[config.mk]
export PLATFORM = sky130hd
export DESIGN_NAME = linear_fade_level_ramp
export DESIGN_NICKNAME = d
export VERILOG_FILES = /design/src/design/lflr_pkg.sv /design/src/design/lflr_div.sv /design/src/design/linear_fade_level_ramp.sv
export VERILOG_INCLUDE_DIRS = /design/src /design/src/design
export SDC_FILE = /design/constraint.sdc
export NUM_CORES = 1
export LEC_CHECK = 0
export ABC_CLOCK_PERIOD_IN_PS = 7100
export BUFFER_PORTS_ARGS = -buffer_cell sky130_fd_sc_hd__buf_2
export CAP_MARGIN = 20
export CORE_MARGIN = 1
export CORE_UTILIZATION = 50
export CTS_CLUSTER_DIAMETER = 120
export DETAILED_ROUTE_END_ITERATION = 10
export GPL_ROUTABILITY_DRIVEN = 0
export GPL_TIMING_DRIVEN = 0
export PLACE_DENSITY_LB_ADDON = 0.1
export SYNTH_ARGS = -nofsm -noshare
export SYNTH_HDL_FRONTEND = slang
export SYNTH_HIERARCHICAL = 1
export SYNTH_SLANG_ARGS = --single-unit
[constraint.sdc]
create_clock -name clk -period 7.1 [get_ports clk]
set_clock_uncertainty 0.1 [all_clocks]
set_input_delay 0.355 -clock clk [delete_from_list [all_inputs] [get_ports clk]]
set_output_delay 0.355 -clock clk [all_outputs]
set_load 0.01 [all_outputs]
[src/design/linear_fade_level_ramp_defines.svh]
// Assertion macros shared by the fade ramp RTL files.
`ifndef LINEAR_FADE_LEVEL_RAMP_DEFINES_SVH
`define LINEAR_FADE_LEVEL_RAMP_DEFINES_SVH

// Same-cycle implication, sampled on clk, off during reset.
`define LFLR_ASSERT_NOW(label, ante, cons, msg) \
    label: assert property (@(posedge clk) disable iff (!rst_n) (ante) |-> (cons)) \
        else $error(msg);

// Next-cycle implication, sampled on clk, off during reset.
`define LFLR_ASSERT_NEXT(label, ante, cons, msg) \
    label: assert property (@(posedge clk) disable iff (!rst_n) (ante) |=> (cons)) \
        else $error(msg);

`endif

[src/design/lflr_pkg.sv]
// Shared types, constants and helpers for the fade level ramp.
package lflr_pkg;

    localparam int LVL_W   = 10;
    localparam int DELTA_W = LVL_W + 1;
    localparam int NOW_W   = 32;
    localparam int MODE_W  = 2;
    localparam int TGT_W   = 2;
    localparam int CFG_IDX_W = 2;
    localparam int QUO_W   = 2 * LVL_W;
    localparam int SUM_W   = QUO_W + 2;

    localparam int TIME_WIDTH_DEF     = 32;
    localparam int INTERVAL_WIDTH_DEF = 16;

    localparam logic [LVL_W-1:0] LVL_MAX        = '1;
    localparam logic [LVL_W-1:0] LVL_BLACK_RST  = LVL_W'(0);
    localparam logic [LVL_W-1:0] LVL_NORMAL_RST = LVL_W'(255);
    localparam logic [LVL_W-1:0] LVL_WHITE_RST  = LVL_W'(510);

    localparam logic [CFG_IDX_W-1:0] REG_LEVEL_BLACK  = CFG_IDX_W'(0);
    localparam logic [CFG_IDX_W-1:0] REG_LEVEL_NORMAL = CFG_IDX_W'(1);
    localparam logic [CFG_IDX_W-1:0] REG_LEVEL_WHITE  = CFG_IDX_W'(2);

    localparam logic [TGT_W-1:0] TGT_BLACK   = TGT_W'(0);
    localparam logic [TGT_W-1:0] TGT_NORMAL  = TGT_W'(1);
    localparam logic [TGT_W-1:0] TGT_WHITE   = TGT_W'(2);
    localparam logic [TGT_W-1:0] TGT_INVALID = TGT_W'(3);

    typedef enum logic [MODE_W-1:0] {
        MODE_READ   = 2'd0,
        MODE_START  = 2'd1,
        MODE_FLUSH  = 2'd2,
        MODE_UNUSED = 2'd3
    } mode_t;

    typedef enum logic [2:0] {
        ST_IDLE,
        ST_DIFF,
        ST_CLAMP,
        ST_MUL,
        ST_DIV,
        ST_DONE
    } state_t;

    // Clamp a signed sum into the legal level range.
    function automatic logic [LVL_W-1:0] sat_level(input logic signed [SUM_W-1:0] v);
        logic [LVL_W-1:0] r;
        if (v < 0)
            r = '0;
        else if (v > $signed(SUM_W'(LVL_MAX)))
            r = LVL_MAX;
        else
            r = v[LVL_W-1:0];
        return r;
    endfunction

endpackage

[src/design/lflr_div.sv]
// Restoring serial divider, one quotient bit per cycle.
`include "linear_fade_level_ramp_defines.svh"

module lflr_div #(
    parameter int DIVISOR_WIDTH = lflr_pkg::INTERVAL_WIDTH_DEF - 1
) (
    input  logic                                       clk,
    input  logic                                       rst_n,
    input  logic                                       start,
    input  logic [DIVISOR_WIDTH+lflr_pkg::QUO_W-1:0]   dividend,
    input  logic [DIVISOR_WIDTH-1:0]                   divisor,
    output logic [lflr_pkg::QUO_W-1:0]                 quotient,
    output logic                                       done
);
    import lflr_pkg::*;

    localparam int DVW   = DIVISOR_WIDTH;
    localparam int CNT_W = $clog2(QUO_W + 1);

    logic [DVW-1:0]   rem_reg;
    logic [QUO_W-1:0] quo_reg;
    logic [DVW-1:0]   divisor_reg;
    logic [CNT_W-1:0] cnt_reg;
    logic             busy_reg;
    logic             done_reg;

    logic [DVW:0]     shifted;
    logic [DVW+1:0]   trial;
    logic             ge;

    // Upper dividend bits are below the divisor, so the remainder fits DVW bits.
    assign shifted = {rem_reg, quo_reg[QUO_W-1]};
    assign trial   = {1'b0, shifted} - {2'b00, divisor_reg};
    assign ge      = !trial[DVW+1];

    always_ff @(posedge clk or negedge rst_n)
    begin
        if (!rst_n)
        begin
            busy_reg <= 1'b0;
            done_reg <= 1'b0;
            cnt_reg  <= '0;
        end
        else
        begin
            done_reg <= busy_reg && (cnt_reg == CNT_W'(1));
            if (start)
            begin
                busy_reg <= 1'b1;
                cnt_reg  <= CNT_W'(QUO_W);
            end
            else if (busy_reg)
            begin
                cnt_reg <= cnt_reg - CNT_W'(1);
                if (cnt_reg == CNT_W'(1))
                    busy_reg <= 1'b0;
            end
        end
    end

    always_ff @(posedge clk)
    begin
        if (start)
        begin
            rem_reg     <= dividend[DVW+QUO_W-1:QUO_W];
            quo_reg     <= dividend[QUO_W-1:0];
            divisor_reg <= divisor;
        end
        else if (busy_reg)
        begin
            rem_reg <= ge ? trial[DVW-1:0] : shifted[DVW-1:0];
            quo_reg <= {quo_reg[QUO_W-2:0], ge};
        end
    end

    assign quotient = quo_reg;
    assign done     = done_reg;

    `LFLR_ASSERT_NOW(a_no_restart, start, !busy_reg, "divider restarted while busy")
    `LFLR_ASSERT_NOW(a_rem_below_divisor, busy_reg, rem_reg < divisor_reg,
        "partial remainder not below divisor")
    `LFLR_ASSERT_NEXT(a_done_after_last, busy_reg && (cnt_reg == CNT_W'(1)), done_reg,
        "missing done after last quotient bit")

endmodule

[src/design/linear_fade_level_ramp.sv]
// Fade level ramp: one pending linear ramp between intensity levels, serial divide.
//
// Each transfer on the input channel is one command: read the current level,
// start a fade to black/normal/white, or flush the pending fade. A read while
// a ramp is pending returns base + delta*elapsed/interval (truncated toward
// zero, saturated to 0..1023), where elapsed is now - ramp start taken as a
// signed TIME_WIDTH-bit value and clamped above to the interval; the read
// that sees the ramp over commits the end level. Every command yields exactly
// one result transfer. A read with a pending ramp passes through subtract,
// clamp and multiply steps, 20 restoring divider steps producing one quotient
// bit each and the divider done flag, then the output load; every other
// command goes straight to the output load. The load waits while the output
// register is full and not being read. in_ready returns the cycle after the
// result is loaded. One command is in flight at a time; in_ready
// is high whenever the sequencer is idle, even while a result still waits in
// the output register. Level registers are written through cfg_we/cfg_index/
// cfg_wdata and should only be changed while no command is in flight.
`include "linear_fade_level_ramp_defines.svh"

module linear_fade_level_ramp #(
    parameter int TIME_WIDTH     = lflr_pkg::TIME_WIDTH_DEF,
    parameter int INTERVAL_WIDTH = lflr_pkg::INTERVAL_WIDTH_DEF
) (
    input  logic                               clk,
    input  logic                               rst_n,
    // command channel
    input  logic                               in_valid,
    output logic                               in_ready,
    input  logic [lflr_pkg::MODE_W-1:0]        mode,
    input  logic [lflr_pkg::TGT_W-1:0]         fade_target,
    input  logic signed [INTERVAL_WIDTH-1:0]   interval,
    input  logic [lflr_pkg::NOW_W-1:0]         now,
    input  logic                               quit_request,
    // result channel
    output logic                               out_valid,
    input  logic                               out_ready,
    output logic [lflr_pkg::LVL_W-1:0]         level,
    output logic [lflr_pkg::NOW_W-1:0]         timeout,
    output logic                               fade_pending,
    // level register writes
    input  logic                               cfg_we,
    input  logic [lflr_pkg::CFG_IDX_W-1:0]     cfg_index,
    input  logic [lflr_pkg::LVL_W-1:0]         cfg_wdata
);
    import lflr_pkg::*;

    localparam int TW    = TIME_WIDTH;
    localparam int IW    = INTERVAL_WIDTH;
    localparam int DVW   = IW - 1;            // positive interval magnitude
    localparam int EW    = DVW + LVL_W;       // clamped elapsed magnitude
    localparam int PW    = DVW + QUO_W;       // product width
    localparam int CMP_W = (TW > EW) ? TW : EW;

    // sequencer
    state_t state_reg, state_next;
    logic   div_start;
    logic   load_out;

    // captured command
    mode_t            mode_reg;
    logic [TGT_W-1:0] tgt_reg;
    logic [IW-1:0]    iv_reg;
    logic [TW-1:0]    now_reg;
    logic             quit_reg;

    // level registers
    logic [LVL_W-1:0] lvl_black_reg;
    logic [LVL_W-1:0] lvl_normal_reg;
    logic [LVL_W-1:0] lvl_white_reg;

    // ramp state; len_reg == 0 means no ramp pending
    logic [LVL_W-1:0]          base_reg,  base_next;
    logic signed [DELTA_W-1:0] delta_reg, delta_next;
    logic [TW-1:0]             start_reg, start_next;
    logic [IW-1:0]             len_reg,   len_next;

    // read datapath
    logic [TW-1:0]    diff_reg;
    logic [TW-1:0]    negd_reg;
    logic [EW-1:0]    emag_reg;
    logic             prod_neg_reg;
    logic             commit_reg;
    logic [EW-1:0]    lim;
    logic             diff_neg;
    logic             commit_c;
    logic [EW-1:0]    emag_c;
    logic [LVL_W-1:0] dmag;
    logic [PW-1:0]    prod;
    logic [QUO_W-1:0] quo;
    logic             div_done;

    // result
    logic             out_valid_reg;
    logic [LVL_W-1:0] level_reg,   level_next;
    logic [NOW_W-1:0] timeout_reg, timeout_next;
    logic             pending_reg;

    // ---------------------------------------------------------------
    // Level registers
    // ---------------------------------------------------------------
    always_ff @(posedge clk or negedge rst_n)
    begin
        if (!rst_n)
        begin
            lvl_black_reg  <= LVL_BLACK_RST;
            lvl_normal_reg <= LVL_NORMAL_RST;
            lvl_white_reg  <= LVL_WHITE_RST;
        end
        else if (cfg_we)
        begin
            case (cfg_index)
                REG_LEVEL_BLACK:  lvl_black_reg  <= cfg_wdata;
                REG_LEVEL_NORMAL: lvl_normal_reg <= cfg_wdata;
                REG_LEVEL_WHITE:  lvl_white_reg  <= cfg_wdata;
                default: ;
            endcase
        end
    end

    // ---------------------------------------------------------------
    // Sequencer
    // ---------------------------------------------------------------
    always_ff @(posedge clk or negedge rst_n)
    begin
        if (!rst_n)
            state_reg <= ST_IDLE;
        else
            state_reg <= state_next;
    end

    always_comb
    begin
        state_next = state_reg;
        in_ready   = 1'b0;
        div_start  = 1'b0;
        load_out   = 1'b0;
        case (state_reg)
            ST_IDLE:
            begin
                in_ready = 1'b1;
                if (in_valid)
                begin
                    // only a read during a ramp needs the divider
                    if ((mode == MODE_READ) && (len_reg != '0))
                        state_next = ST_DIFF;
                    else
                        state_next = ST_DONE;
                end
            end
            ST_DIFF:  state_next = ST_CLAMP;
            ST_CLAMP: state_next = ST_MUL;
            ST_MUL:
            begin
                div_start  = 1'b1;
                state_next = ST_DIV;
            end
            ST_DIV:
            begin
                if (div_done)
                    state_next = ST_DONE;
            end
            ST_DONE:
            begin
                // hold until the output register is free
                if (!out_valid_reg || out_ready)
                begin
                    load_out   = 1'b1;
                    state_next = ST_IDLE;
                end
            end
            default: state_next = ST_IDLE;
        endcase
    end

    // command capture
    always_ff @(posedge clk)
    begin
        if (in_valid && in_ready)
        begin
            mode_reg <= mode_t'(mode);
            tgt_reg  <= fade_target;
            iv_reg   <= interval;
            now_reg  <= TW'(now);
            quit_reg <= quit_request;
        end
    end

    // ---------------------------------------------------------------
    // Elapsed time, clamp and multiply
    // ---------------------------------------------------------------
    // Backward elapsed is clamped at 1024 intervals: any |delta| >= 1 then
    // already gives a quotient of 1024 or more, which saturates the level.
    assign lim      = {len_reg[DVW-1:0], {LVL_W{1'b0}}};
    assign diff_neg = diff_reg[TW-1];

    always_comb
    begin
        commit_c = 1'b0;
        emag_c   = '0;
        if (diff_neg)
        begin
            emag_c = (CMP_W'(negd_reg) < CMP_W'(lim)) ? EW'(negd_reg) : lim;
        end
        else
        begin
            commit_c = CMP_W'(diff_reg) >= CMP_W'(len_reg);
            emag_c   = commit_c ? EW'(len_reg) : EW'(diff_reg);
        end
    end

    assign dmag = delta_reg[DELTA_W-1] ? LVL_W'(-delta_reg) : LVL_W'(delta_reg);
    assign prod = PW'(dmag) * PW'(emag_reg);

    always_ff @(posedge clk)
    begin
        case (state_reg)
            ST_DIFF:
            begin
                diff_reg <= now_reg - start_reg;
                negd_reg <= start_reg - now_reg;
            end
            ST_CLAMP:
            begin
                emag_reg     <= emag_c;
                commit_reg   <= commit_c;
                prod_neg_reg <= diff_neg ^ delta_reg[DELTA_W-1];
            end
            default: ;
        endcase
    end

    // product feeds the divider registers directly
    lflr_div #(
        .DIVISOR_WIDTH (DVW)
    ) u_div (
        .clk      (clk),
        .rst_n    (rst_n),
        .start    (div_start),
        .dividend (prod),
        .divisor  (len_reg[DVW-1:0]),
        .quotient (quo),
        .done     (div_done)
    );

    // ---------------------------------------------------------------
    // Command completion: next ramp state and result
    // ---------------------------------------------------------------
    logic signed [SUM_W-1:0] base_s;
    logic signed [SUM_W-1:0] quo_s;
    logic [LVL_W-1:0]        rd_level;
    logic [LVL_W-1:0]        fin_base;
    logic [LVL_W-1:0]        end_lvl;
    logic                    immediate;
    logic                    ramp_on;

    assign base_s    = $signed(SUM_W'(base_reg));
    assign quo_s     = $signed(SUM_W'(quo));
    assign rd_level  = sat_level(prod_neg_reg ? (base_s - quo_s) : (base_s + quo_s));
    assign ramp_on   = len_reg != '0;
    // finishing a pending ramp lands on base + delta
    assign fin_base  = ramp_on ? sat_level(base_s + SUM_W'(delta_reg)) : base_reg;
    assign immediate = quit_reg || (iv_reg == '0) || iv_reg[IW-1];

    always_comb
    begin
        case (tgt_reg)
            TGT_BLACK:  end_lvl = lvl_black_reg;
            TGT_NORMAL: end_lvl = lvl_normal_reg;
            TGT_WHITE:  end_lvl = lvl_white_reg;
            default:    end_lvl = base_reg;
        endcase
    end

    always_comb
    begin
        base_next    = base_reg;
        delta_next   = delta_reg;
        start_next   = start_reg;
        len_next     = len_reg;
        level_next   = base_reg;
        timeout_next = '0;
        case (mode_reg)
            MODE_READ:
            begin
                if (ramp_on)
                begin
                    level_next = rd_level;
                    if (commit_reg)
                    begin
                        base_next = rd_level;
                        len_next  = '0;
                    end
                end
            end
            MODE_START:
            begin
                if (tgt_reg == TGT_INVALID)
                begin
                    timeout_next = NOW_W'(now_reg);
                end
                else if (immediate)
                begin
                    base_next    = end_lvl;
                    len_next     = '0;
                    level_next   = end_lvl;
                    timeout_next = NOW_W'(now_reg);
                end
                else
                begin
                    base_next    = fin_base;
                    len_next     = iv_reg;
                    delta_next   = $signed({1'b0, end_lvl}) - $signed({1'b0, fin_base});
                    start_next   = now_reg;
                    level_next   = fin_base;
                    timeout_next = NOW_W'(now_reg + TW'(iv_reg) + TW'(1));
                end
            end
            MODE_FLUSH:
            begin
                base_next  = fin_base;
                len_next   = '0;
                level_next = fin_base;
            end
            default: ;
        endcase
    end

    always_ff @(posedge clk or negedge rst_n)
    begin
        if (!rst_n)
        begin
            base_reg      <= LVL_NORMAL_RST;
            delta_reg     <= '0;
            start_reg     <= '0;
            len_reg       <= '0;
            out_valid_reg <= 1'b0;
        end
        else
        begin
            if (load_out)
            begin
                base_reg      <= base_next;
                delta_reg     <= delta_next;
                start_reg     <= start_next;
                len_reg       <= len_next;
                out_valid_reg <= 1'b1;
            end
            else if (out_ready)
            begin
                out_valid_reg <= 1'b0;
            end
        end
    end

    always_ff @(posedge clk)
    begin
        if (load_out)
        begin
            level_reg   <= level_next;
            timeout_reg <= timeout_next;
            pending_reg <= len_next != '0;
        end
    end

    assign out_valid    = out_valid_reg;
    assign level        = level_reg;
    assign timeout      = timeout_reg;
    assign fade_pending = pending_reg;

    // ---------------------------------------------------------------
    // Checks
    // ---------------------------------------------------------------
    `LFLR_ASSERT_NOW(a_result_from_done, $rose(out_valid_reg), $past(state_reg == ST_DONE),
        "result appeared outside completion")
    `LFLR_ASSERT_NOW(a_len_positive, len_reg != '0, !len_reg[IW-1],
        "pending ramp length is negative")
    `LFLR_ASSERT_NEXT(a_div_to_done, (state_reg == ST_DIV) && div_done, state_reg == ST_DONE,
        "divider finish did not reach completion")
    `LFLR_ASSERT_NEXT(a_base_held, state_reg != ST_DONE, $stable(base_reg),
        "committed level changed outside completion")

endmodule

==> results of run 1 <==
worst max-delay path, delay by kind of cell (launching register included):
kind / cells / cell delay, ns
and+or+nand+nor: 7 / 0.79
buffers and inverters: 5 / 0.41
adders and majority gates: 6 / 2.95
xor gates and xnor gates: 2 / 0.46
DFF: 1 / 0.45
AOI/OAI and AO/OA: 8 / 1.71
worst max-delay path by stage:
stage,end
floorplan,u_div/rem_reg[13]$_DFFE_PP_
global route,u_div/rem_reg[14]$_DFFE_PP_
finish,u_div/rem_reg[12]$_DFFE_PP_
CTS,u_div/rem_reg[13]$_DFFE_PP_
detailed placement,u_div/rem_reg[13]$_DFFE_PP_
global placement,u_div/rem_reg[13]$_DFFE_PP_
power groups by stage:
stage	clock [uW]	combinational, uW	sequential, uW
detailed placement	0	10900	3720
finish	1960	12300	3720
global route	2080	13700	3780
floorplan	0	8240	3490
global placement	0	10700	3740
CTS	2000	11900	3700
cells in the mapped netlist (7+ instances only):
master | instances | area (sq um)
inv_1 | 351 | 1320
nand2_1 | 284 | 1070
ha_1 | 241 | 3020
edfxtp_1 | 236 | 7090
fa_1 | 190 | 3800
o21ai_0 | 167 | 836
a21oi_1 | 152 | 761
and2_1 | 149 | 932
nor2_1 | 126 | 473
clkbuf_1 | 111 | 417
xnor2_1 | 94 | 823
dfrtp_1 | 86 | 2150
a21o_1 | 69 | 518
mux2_2 | 51 | 574
nor3_1 | 51 | 255
xor2_1 | 51 | 447
nand3_1 | 49 | 245
nor2b_1 | 36 | 225
nand2b_1 | 33 | 206
o21a_1 | 33 | 248
a211oi_1 | 31 | 233
mux2i_1 | 26 | 260
dfstp_2 | 24 | 631
buf_1 | 23 | 86.3
o21bai_1 | 22 | 165
o31ai_1 | 22 | 165
or3_1 | 22 | 138
a21boi_0 | 21 | 158
a22oi_1 | 20 | 150
a31oi_1 | 20 | 125
nor4_1 | 17 | 106
or2_2 | 17 | 106
nand4_1 | 16 | 100
a22o_1 | 15 | 131
o221ai_1 | 13 | 114
o211ai_1 | 11 | 82.6
mux4_2 | 10 | 225
and3_1 | 9 | 56.3
nor3b_1 | 9 | 67.6
a211o_1 | 8 | 70.1
a2bb2oi_1 | 8 | 70.1
a2111oi_0 | 7 | 61.3
a221o_1 | 7 | 70.1
and4_1 | 7 | 61.3
nand4b_1 | 7 | 61.3
metal layers:
metal	GRT usage (%)	share of wire (%)	wire length [um]	up-vias
li1	-	-	-	11200
met1	37.5	45	36500	11600
met5	0	0	0	-
met3	2.39	5.1	4120	120
met2	44.3	47	38200	656
met4	8.35	2.5	2060	0
placed cells by master (no fill, tap or decap), types with 21 or more instances in the layout:
master and instances:
mux2_2 51, dfstp_2 24, or3_1 22, mux2i_1 26, nor2_1 122, edfxtp_1 236, ha_1 225, o21ai_0 163
a21boi_0 21, inv_1 339, xnor2_1 87, dfrtp_1 77, nor2b_1 35, and2_1 145, xor2_1 48, buf_6 25
o21a_1 33, clkbuf_1 95, nand2_1 277, a211oi_1 31, dlygate4sd3_1 64, buf_1 23, buf_2 116, a21o_1 69
clkbuf_16 39, a21oi_1 146, nand2b_1 33, fa_1 188, nand3_1 46, o21bai_1 22, buf_4 46, nor3_1 50
cells by family (layout without fill, tap and decap cells):
| kind of cell | Yosys count | in the layout | synth area share (%) |
|---|---|---|---|
| fa+ha+maj | 431 | 431 | 22.7 |
| simple gates | 873 | 873 | 15.0 |
| xor+xnor | 145 | 145 | 4.24 |
| flops | 346 | 346 | 32.9 |
| buf+inv | 495 | 806 | 6.38 |
| compound gates | 691 | 691 | 15.2 |
| mux | 87 | 87 | 3.53 |
cell type report:
| type | count | area, sq um |
|---|---|---|
| buffer | 138 | 696 |
| clock buffer | 46 | 1030 |
| sequential | 346 | 9880 |
| fill | 5052 | 24300 |
| inverter | 352 | 1320 |
| clock inverter | 18 | 190 |
| multi-input combinational | 2227 | 18800 |
| timing repair buffer | 252 | 1920 |
| tap | 773 | 967 |
repair_timing:
action                                 in CTS  in global routing
hold buffers                               64                  0
setup endpoints to repair                  24                  9
resized for setup                         143                 38
pin swaps                                  68                 72
buffers inserted                           42                 19
endpoints found under the hold margin     138                  0
per-stage QoR:
| step | setup TNS [ns] | instances |
|---|---|---|
| after floorplan | 0 | 3068 |
| after global placement | -54.51 | 3955 |
| after detailed placement | -29.90 | 3968 |
| after CTS | -0.0297 | 4135 |
| after global routing | -1.25 | 4152 |
| final | -0.0788 | 4152 |
==> impl_metrics.tcl, run 1 <==
set metrics [dict create \
    worstPathRequired_ns 7.27 \
    drv_cap 0 \
    arrival_ns 7.32 \
    end_kind "flop" \
    ios 115 \
    critPathMaxFanout 6 \
    start_util_pct 50.7 \
    ys_types 98 \
    placed_area_sq_mm 0.0317 \
    num_rows 89 \
    power_uw 18000 \
    die_area_sq_mm 0.0609 \
    core-area_sq_mm 0.0591 \
    drtIter0Drc 1637 \
    worstSkewPairLatency_ns 0.56 \
    reg2reg_depth 28 \
    area_growth_pct 16.2 \
    slowest_stage "fa_1" \
    comb_power_share_pct 68.4 \
    hold_depth 3 \
    synth_area_sq_mm 0.0300 \
    hp-start "in_valid" \
    path_clk_slew_ns 0.07 \
    finalNetCount 3854 \
    report.final.slew_viol_count 0 \
    cp-startpoint "delta_reg[3]$_DFFE_PN0P_" \
    final_area_sq_mm 0.0348 \
    switchingPower_uw 8500 \
    firstDrtPassIters 5 \
    worstReg2RegStart "delta_reg[3]$_DFFE_PN0P_" \
    status "finished, violations left" \
    ant_nets 0 \
    grt_pass1_wl_mm 129 \
    synth_edf_count 236 \
    fin_crit_ns 7.14 \
    die_x_um 247 \
    drc 0 \
    worst_pin_slew_ns 1.05 \
    crit_top_cell "fa_1" \
    synth_cells 3068 \
    worst-setup-path-type "flop to flop" \
    async_reset_ff_share_pct 31.8 \
    worst_setup_path_start_kind "flop" \
    rsz0062_at_grt "yes" \
    ys.flop_type "edfxtp_1" \
    relSlewSlack_pct 30.1 \
    post-route-period-util_pct 101 \
    hold-path-endpoint "state_reg[0]$_DFFE_PN0P_" \
    post-route-util_pct 58.9 \
    syn_nets 3569 \
    antenna_found_initial 0 \
    failed_checks "negative setup slack" \
    htreeDepth 2 \
    clockRootBuffer "clkbuf_16" \
    p_seq_share_pct 20.7 \
    p_clk_share_pct 10.9 \
    regToRegEndpoint "u_div/rem_reg[12]$_DFFE_PP_" \
    swShare_pct 47.2 \
    routed_wl_mm 80.8 \
    routed_via_density 5.68 \
    synth.avg_cell_area_sq_um 9.77 \
    globalRouteOverflowTotal 0 \
    hold_violations 0 \
    place_hpwl_mm 62.4 \
    powerDensity_mw_per_mm2 517 \
    fp.dieH_um 247 \
    cts_tree "built" \
    first_global_vias 23800 \
    ys_seq_area_share_pct 32.9 \
    layout-drive-gt1-share_pct 14.9 \
    fmax_mhz 140 \
    ys_ff_latch 346 \
    ir_drop_uv 264 \
    hp-class "input pin to flop" \
    n_antenna_cell 0 \
    dr_total_vias 23600 \
    grt_max_degree 57 \
    cts_buffer_depth 3 \
    ys_warn_count 6 \
    intPower_uw 9500 \
    cp_slowest_stage_delay_ns 0.57 \
    timing.hold.ws_ns 0.0453 \
    grt_usage_pct 26.9 \
    fin_ws_ns -0.0448 \
    r2r_slack_ns -0.04 \
    port_buffers 114 \
    wl_per_cell_um 19.5 \
    post-place-ws_ns -1.97 \
    cts_buffers 36 \
    setup_viol 3 \
    p_leak_uw 0.0155 \
    clock_sinks 346 \
]
Power figures use the tool's default switching activity.
==> run 2, diff against run 1 <==
Settings changed: CORE_MARGIN 1 to default, CTS_BUF_LIST from default to sky130_fd_sc_hd__clkbuf_16.
==> run 2 against run 1 <==
- the run still ends with negative setup slack left
- highest routed layer unchanged
- clock-buffer cell count shrank 7
- power shrank 0.22%
- register-to-register slack is essentially flat
- die area is the same
==> impl_metrics.tcl, run 2 (synthesis gave the netlist of run 1 again) <==
set metrics [dict create \
    antenna_found_initial 0 \
    hold_depth 3 \
    start_util_pct 50.7 \
    slowest_stage "fa_1" \
    grt_usage_pct 26.9 \
    r2r_slack_ns -0.05 \
    layout_commonest_cell "inv_1" \
    powerDensity_mw_per_mm2 516 \
    rsz0062_at_grt "yes" \
    dr_total_vias 23600 \
    n_antenna_cell 0 \
    power_uw 18000 \
    fp.dieH_um 247 \
    hp-class "input pin to flop" \
    clockRootBuffer "clkbuf_16" \
    worst-setup-path-type "flop to flop" \
    path_clk_slew_ns 0.07 \
    routed_via_density 5.69 \
    reg2reg_depth 28 \
    fin_crit_ns 7.15 \
    hp-start "in_valid" \
    cts_buffer_depth 3 \
    worstSkewPairLatency_ns 0.56 \
    worst_pin_slew_ns 1.05 \
    fin_ws_ns -0.0526 \
    relSlewSlack_pct 29.7 \
    layout-drive-gt1-share_pct 14.9 \
    failed_checks "negative setup slack" \
    htreeDepth 2 \
    worstPathRequired_ns 7.27 \
    critPathMaxFanout 6 \
    hold_violations 0 \
    crit_top_cell "fa_1" \
    grt_pass1_wl_mm 129 \
    core-area_sq_mm 0.0591 \
    drv_cap 0 \
    num_rows 89 \
    ant_nets 0 \
    routed_wl_mm 80.7 \
    place_hpwl_mm 62.4 \
    die_x_um 247 \
    p_leak_uw 0.0155 \
    grt_max_degree 57 \
    hold-path-endpoint "state_reg[0]$_DFFE_PN0P_" \
    setup_viol 4 \
    drc 0 \
    worstReg2RegStart "delta_reg[3]$_DFFE_PN0P_" \
    area_growth_pct 16.1 \
    end_kind "flop" \
    die_area_sq_mm 0.0609 \
    report.final.slew_viol_count 0 \
    ios 115 \
    first_global_vias 23800 \
    port_buffers 114 \
    ir_drop_uv 258 \
    wl_per_cell_um 19.4 \
    layout_common_cells "343 x inv_1, 277 x nand2_1, 236 x edfxtp_1" \
    finalNetCount 3854 \
    arrival_ns 7.33 \
    regToRegEndpoint "u_div/rem_reg[12]$_DFFE_PP_" \
    firstDrtPassIters 6 \
    post-route-period-util_pct 101 \
    cts_buffers 36 \
    cts_tree "built" \
    drtIter0Drc 1541 \
    clock_sinks 346 \
    timing.hold.ws_ns 0.0512 \
    status "finished, violations left" \
    cp_slowest_stage_delay_ns 0.57 \
    fmax_mhz 140 \
    globalRouteOverflowTotal 0 \
    worst_setup_path_start_kind "flop" \
]
-- run 2: area by class of cell --
type,count,area [sq um]
Buffer,138,696
Clock inverter,25,216
Clock buffer,39,976
Fill cell,5060,24300
Multi-Input combinational cell,2227,18800
Timing Repair Buffer,252,1920
Sequential cell,346,9880
Inverter,352,1320
Tap cell,773,967
-- run 2: timing repair --
item | CTS | global route
buffers inserted | 42 | 19
hold buffers | 64 | 0
gates resized for setup | 143 | 38
endpoints found under the hold margin | 138 | 0
pin swaps | 68 | 72
endpoints found under the setup margin | 24 | 9
-- run 2: worst max-delay path by stage --
stage | endpoint | cells after the start | slack, ns | startpoint
4_1_cts | u_div/rem_reg[13]$_DFFE_PP_ | 25 | -0.03 | delta_reg[3]$_DFFE_PN0P_
2_1_floorplan | u_div/rem_reg[13]$_DFFE_PP_ | 27 | 0.01 | delta_reg[0]$_DFFE_PN0P_
6_report | u_div/rem_reg[12]$_DFFE_PP_ | 28 | -0.05 | delta_reg[3]$_DFFE_PN0P_
3_5_place_dp | u_div/rem_reg[13]$_DFFE_PP_ | 26 | -1.97 | delta_reg[0]$_DFFE_PN0P_
5_1_grt | u_div/rem_reg[14]$_DFFE_PP_ | 27 | -0.20 | delta_reg[3]$_DFFE_PN0P_
3_3_place_gp | u_div/rem_reg[13]$_DFFE_PP_ | 26 | -1.82 | delta_reg[0]$_DFFE_PN0P_
-- run 2: metrics by stage --
step	setup slack, ns	area [sq um]	instances	setup TNS [ns]	util [%]
2_1_floorplan	0.0122	30000	3068	0	-
3_3_place_gp	-1.82	31500	3955	-54.51	53.3
3_5_place_dp	-1.97	31700	3968	-29.90	53.7
4_1_cts	-0.0297	34600	4135	-0.0297	58.4
5_1_grt	-0.202	34800	4152	-1.24	58.9
6_report	-0.0526	34800	4152	-0.0861	58.9
-- run 2: power breakdown --
group / switching [uW] / total (uW) / internal [uW]
Combinational: 7070 / 12300 / 5250
Clock: 817 / 1930 / 1110
Sequential: 616 / 3720 / 3100
-- run 2: per-layer routing --
layer / vias up / wire (um) / global-route usage [%]
li1: 11200 / - / -
met3: 127 / 3930 / 2.42
met5: - / 0 / 0
met1: 11600 / 36500 / 37.5
met4: 0 / 2090 / 8.33
met2: 683 / 38100 / 44.2
-- run 2: worst max-delay path: cells and delay by family (launching register included) --
| kind | cells | cell delay, ns |
|---|---|---|
| compound gates | 8 | 1.73 |
| fa+ha+maj | 6 | 2.95 |
| simple gates | 7 | 0.79 |
| buf+inv | 5 | 0.41 |
| flops | 1 | 0.45 |
| xor+xnor | 2 | 0.47 |
==> run 3, diff against run 2 <==
Settings changed: ABC_CLOCK_PERIOD_IN_PS 7100 to 9000.
Clock period 7.1 ns to 9 ns, I/O delays scaled along.
==> run 3 against run 2 <==
- the run now ends clean
- global-route usage is 0.35 points lower
- clock power is 21% lower
- final cell count is 1.4% lower
- first-iteration DRC count is 2.9% lower
- fmax is 16% lower
- clock-buffer cell count stayed put
- sequential cell count stayed put
- core utilization is 2.1 points lower
- critical path depth is 4 lower
- non-clock buffer count is 65 lower
- combinational power is 28% lower
- hold slack worse by 0.027 ns
- largest power group unchanged
==> impl_metrics.tcl, run 3 (synthesis gave the netlist of run 1 again) <==
set metrics [dict create \
    status "completed" \
    ir_drop_uv 187 \
    drtIter0Drc 1496 \
    drv_cap 0 \
    cts_tree "built" \
    globalRouteOverflowTotal 0 \
    p_leak_uw 0.0150 \
    worstPathCellList "clkbuf_1 -> clkbuf_1 -> nand2_1 -> xnor2_2 -> buf_1 -> and2_1 -> fa_1 -> fa_1 -> fa_1 -> fa_1 -> inv_1 -> fa_1 -> inv_1 -> ha_1 -> and4_1 -> or3b_2 -> nand3_1 -> a21oi_1 -> o21ai_0 -> a221o_1 -> nand3_1 -> a21oi_1 -> xor2_1 -> a221o_1" \
    path_clk_slew_ns 0.06 \
    cp-startpoint "delta_reg[10]$_DFFE_PN0P_" \
    post-place-ws_ns -0.0301 \
    intPower_uw 6860 \
    worstPathRequired_ns 9.20 \
    ant_nets 0 \
    ios 115 \
    worst_setup_path_start_kind "flop" \
    cts_buffer_depth 3 \
    setup_viol 0 \
    cts_buffers 38 \
    start_util_pct 50.7 \
    dr_total_vias 23300 \
    fmax_mhz 117 \
    fin_crit_ns 8.51 \
    core-area_sq_mm 0.0591 \
    powerDensity_mw_per_mm2 394 \
    slowest_stage "fa_1" \
    wl_per_cell_um 19.3 \
    fin_ws_ns 0.487 \
    worstReg2RegStart "delta_reg[10]$_DFFE_PN0P_" \
    hold_violations 0 \
    port_buffers 114 \
    timing.hold.ws_ns 0.0243 \
    finalNetCount 3791 \
    grt_usage_pct 26.5 \
    worst-setup-path-type "flop to flop" \
    report.final.slew_viol_count 0 \
    worst_pin_slew_ns 1.03 \
    layout_commonest_cell "inv_1" \
    grt_max_degree 72 \
    hp-class "input pin to flop" \
    antenna_found_initial 1 \
    end_kind "flop" \
    switchingPower_uw 6380 \
    swShare_pct 48.2 \
    worstSkewPairLatency_ns 0.56 \
    multi_input_area_sq_mm 0.0183 \
    routed_wl_mm 79.2 \
    layout_common_cells "360 x inv_1, 284 x nand2_1, 241 x ha_1" \
    reg2reg_depth 24 \
    cp_slowest_stage_delay_ns 0.57 \
    drc 0 \
    clockRootBuffer "clkbuf_16" \
    clock_sinks 346 \
    crit_top_cell "fa_1" \
    post-route-period-util_pct 94.6 \
    relSlewSlack_pct 31.3 \
    die_area_sq_mm 0.0609 \
    die_x_um 247 \
    htreeDepth 2 \
    area_growth_pct 11.9 \
    first_global_vias 23800 \
    critPathMaxFanout 10 \
    place_hpwl_mm 62.7 \
    regToRegEndpoint "u_div/rem_reg[8]$_DFFE_PP_" \
    layout-drive-gt1-share_pct 10.6 \
    p_clk_share_pct 11.5 \
    crit_end "u_div/rem_reg[8]$_DFFE_PP_" \
    r2r_slack_ns 0.49 \
    firstDrtPassIters 6 \
    fp.dieH_um 247 \
    nFillCells 5176 \
    routed_via_density 5.69 \
    seqCellArea_sq_mm 0.00987 \
    comb_power_share_pct 66.5 \
    arrival_ns 8.71 \
    p_seq_share_pct 22.1 \
    grt_pass1_wl_mm 127 \
    num_rows 89 \
]
-- run 3: cell count changes in the layout (fill, tap and decap cells not counted), sizes merged --
cell / before / now
clkbuf: 143 / 151
clkinv: 13 / 15
buf: 222 / 161
dlygate4sd3: 64 / 52
diode: 0 / 1
clkinvlp: 2 / 1
inv: 359 / 363
-- run 3: stage by stage --
| stage | cell area (sq um) | cells | TNS (ns) | power, uW | utilization [%] |
|---|---|---|---|---|---|
| 5_1_grt | 33600 | 4092 | -0.00415 | 14500 | 56.8 |
| 6_report | 33600 | 4093 | 0 | 13200 | 56.8 |
| 2_1_floorplan | 30000 | 3068 | 0 | 9240 | - |
| 4_1_cts | 33500 | 4090 | 0 | 13200 | 56.6 |
| 3_3_place_gp | 31500 | 3955 | 0 | 11400 | 53.3 |
| 3_5_place_dp | 31700 | 3969 | -0.0301 | 11600 | 53.7 |
-- run 3: worst min path at each step --
stage	from	endpoint	slack (ns)	cells after the start
floorplan	rst_n	base_reg[8]$_DFFE_PN0P_	0.05	0
global placement	lvl_white_reg[9]$_DFFE_PN0P_	lvl_white_reg[9]$_DFFE_PN0P_	0.38	1
detailed placement	rst_n	start_reg[27]$_DFFE_PN0P_	0.38	1
CTS	interval[2]	iv_reg[2]$_DFFE_PP_	0.02	1
global route	interval[2]	iv_reg[2]$_DFFE_PP_	0.009	1
finish	interval[2]	iv_reg[2]$_DFFE_PP_	0.02	1
-- run 3: cell type report --
cell class                      instances  share of cell area, %
Clock buffer                           39                   2.91
Inverter                              352                   3.94
Clock inverter                         30                  0.667
Multi-Input combinational cell       2227                   54.6
Timing Repair Buffer                  182                   3.85
Antenna cell                            1                0.00746
Tap cell                              773                   2.88
Sequential cell                       346                   29.4
Buffer                                143                   1.78
-- run 3: timing repair --
action                                  CTS  global route
pin swaps                                 0             1
buffers inserted                          0             2
endpoints found under the setup margin    1             8
gates resized for setup                   4            17
endpoints found under the hold margin    90             0
hold buffers                             52             0
-- run 3: routing by layer --
layer	global-route usage, %	up-vias	share of wire, %
met3	3.16	130	5.3
li1	-	11100	-
met1	36.6	11400	45
met5	0	-	0
met4	7.97	0	2.6
met2	43.6	681	47
-- run 3: power groups by stage --
stage / Combinational [uW] / Sequential (uW) / Clock, uW
3_5_place_dp: 8640 / 2930 / 0
2_1_floorplan: 6500 / 2750 / 0
6_report: 8800 / 2920 / 1520
3_3_place_gp: 8430 / 2950 / 0
5_1_grt: 9940 / 2970 / 1610
4_1_cts: 8770 / 2910 / 1550
-- run 3: worst max-delay path: cells and delay by family (launching register included) --
family                     cells  cell delay (ns)
xor gates and xnor gates       2             0.57
and+or+nand+nor                6             1.37
adders and majority gates      6             2.97
DFF                            1             0.33
buffers and inverters          5             1.48
AOI/OAI and AO/OA              5             1.42
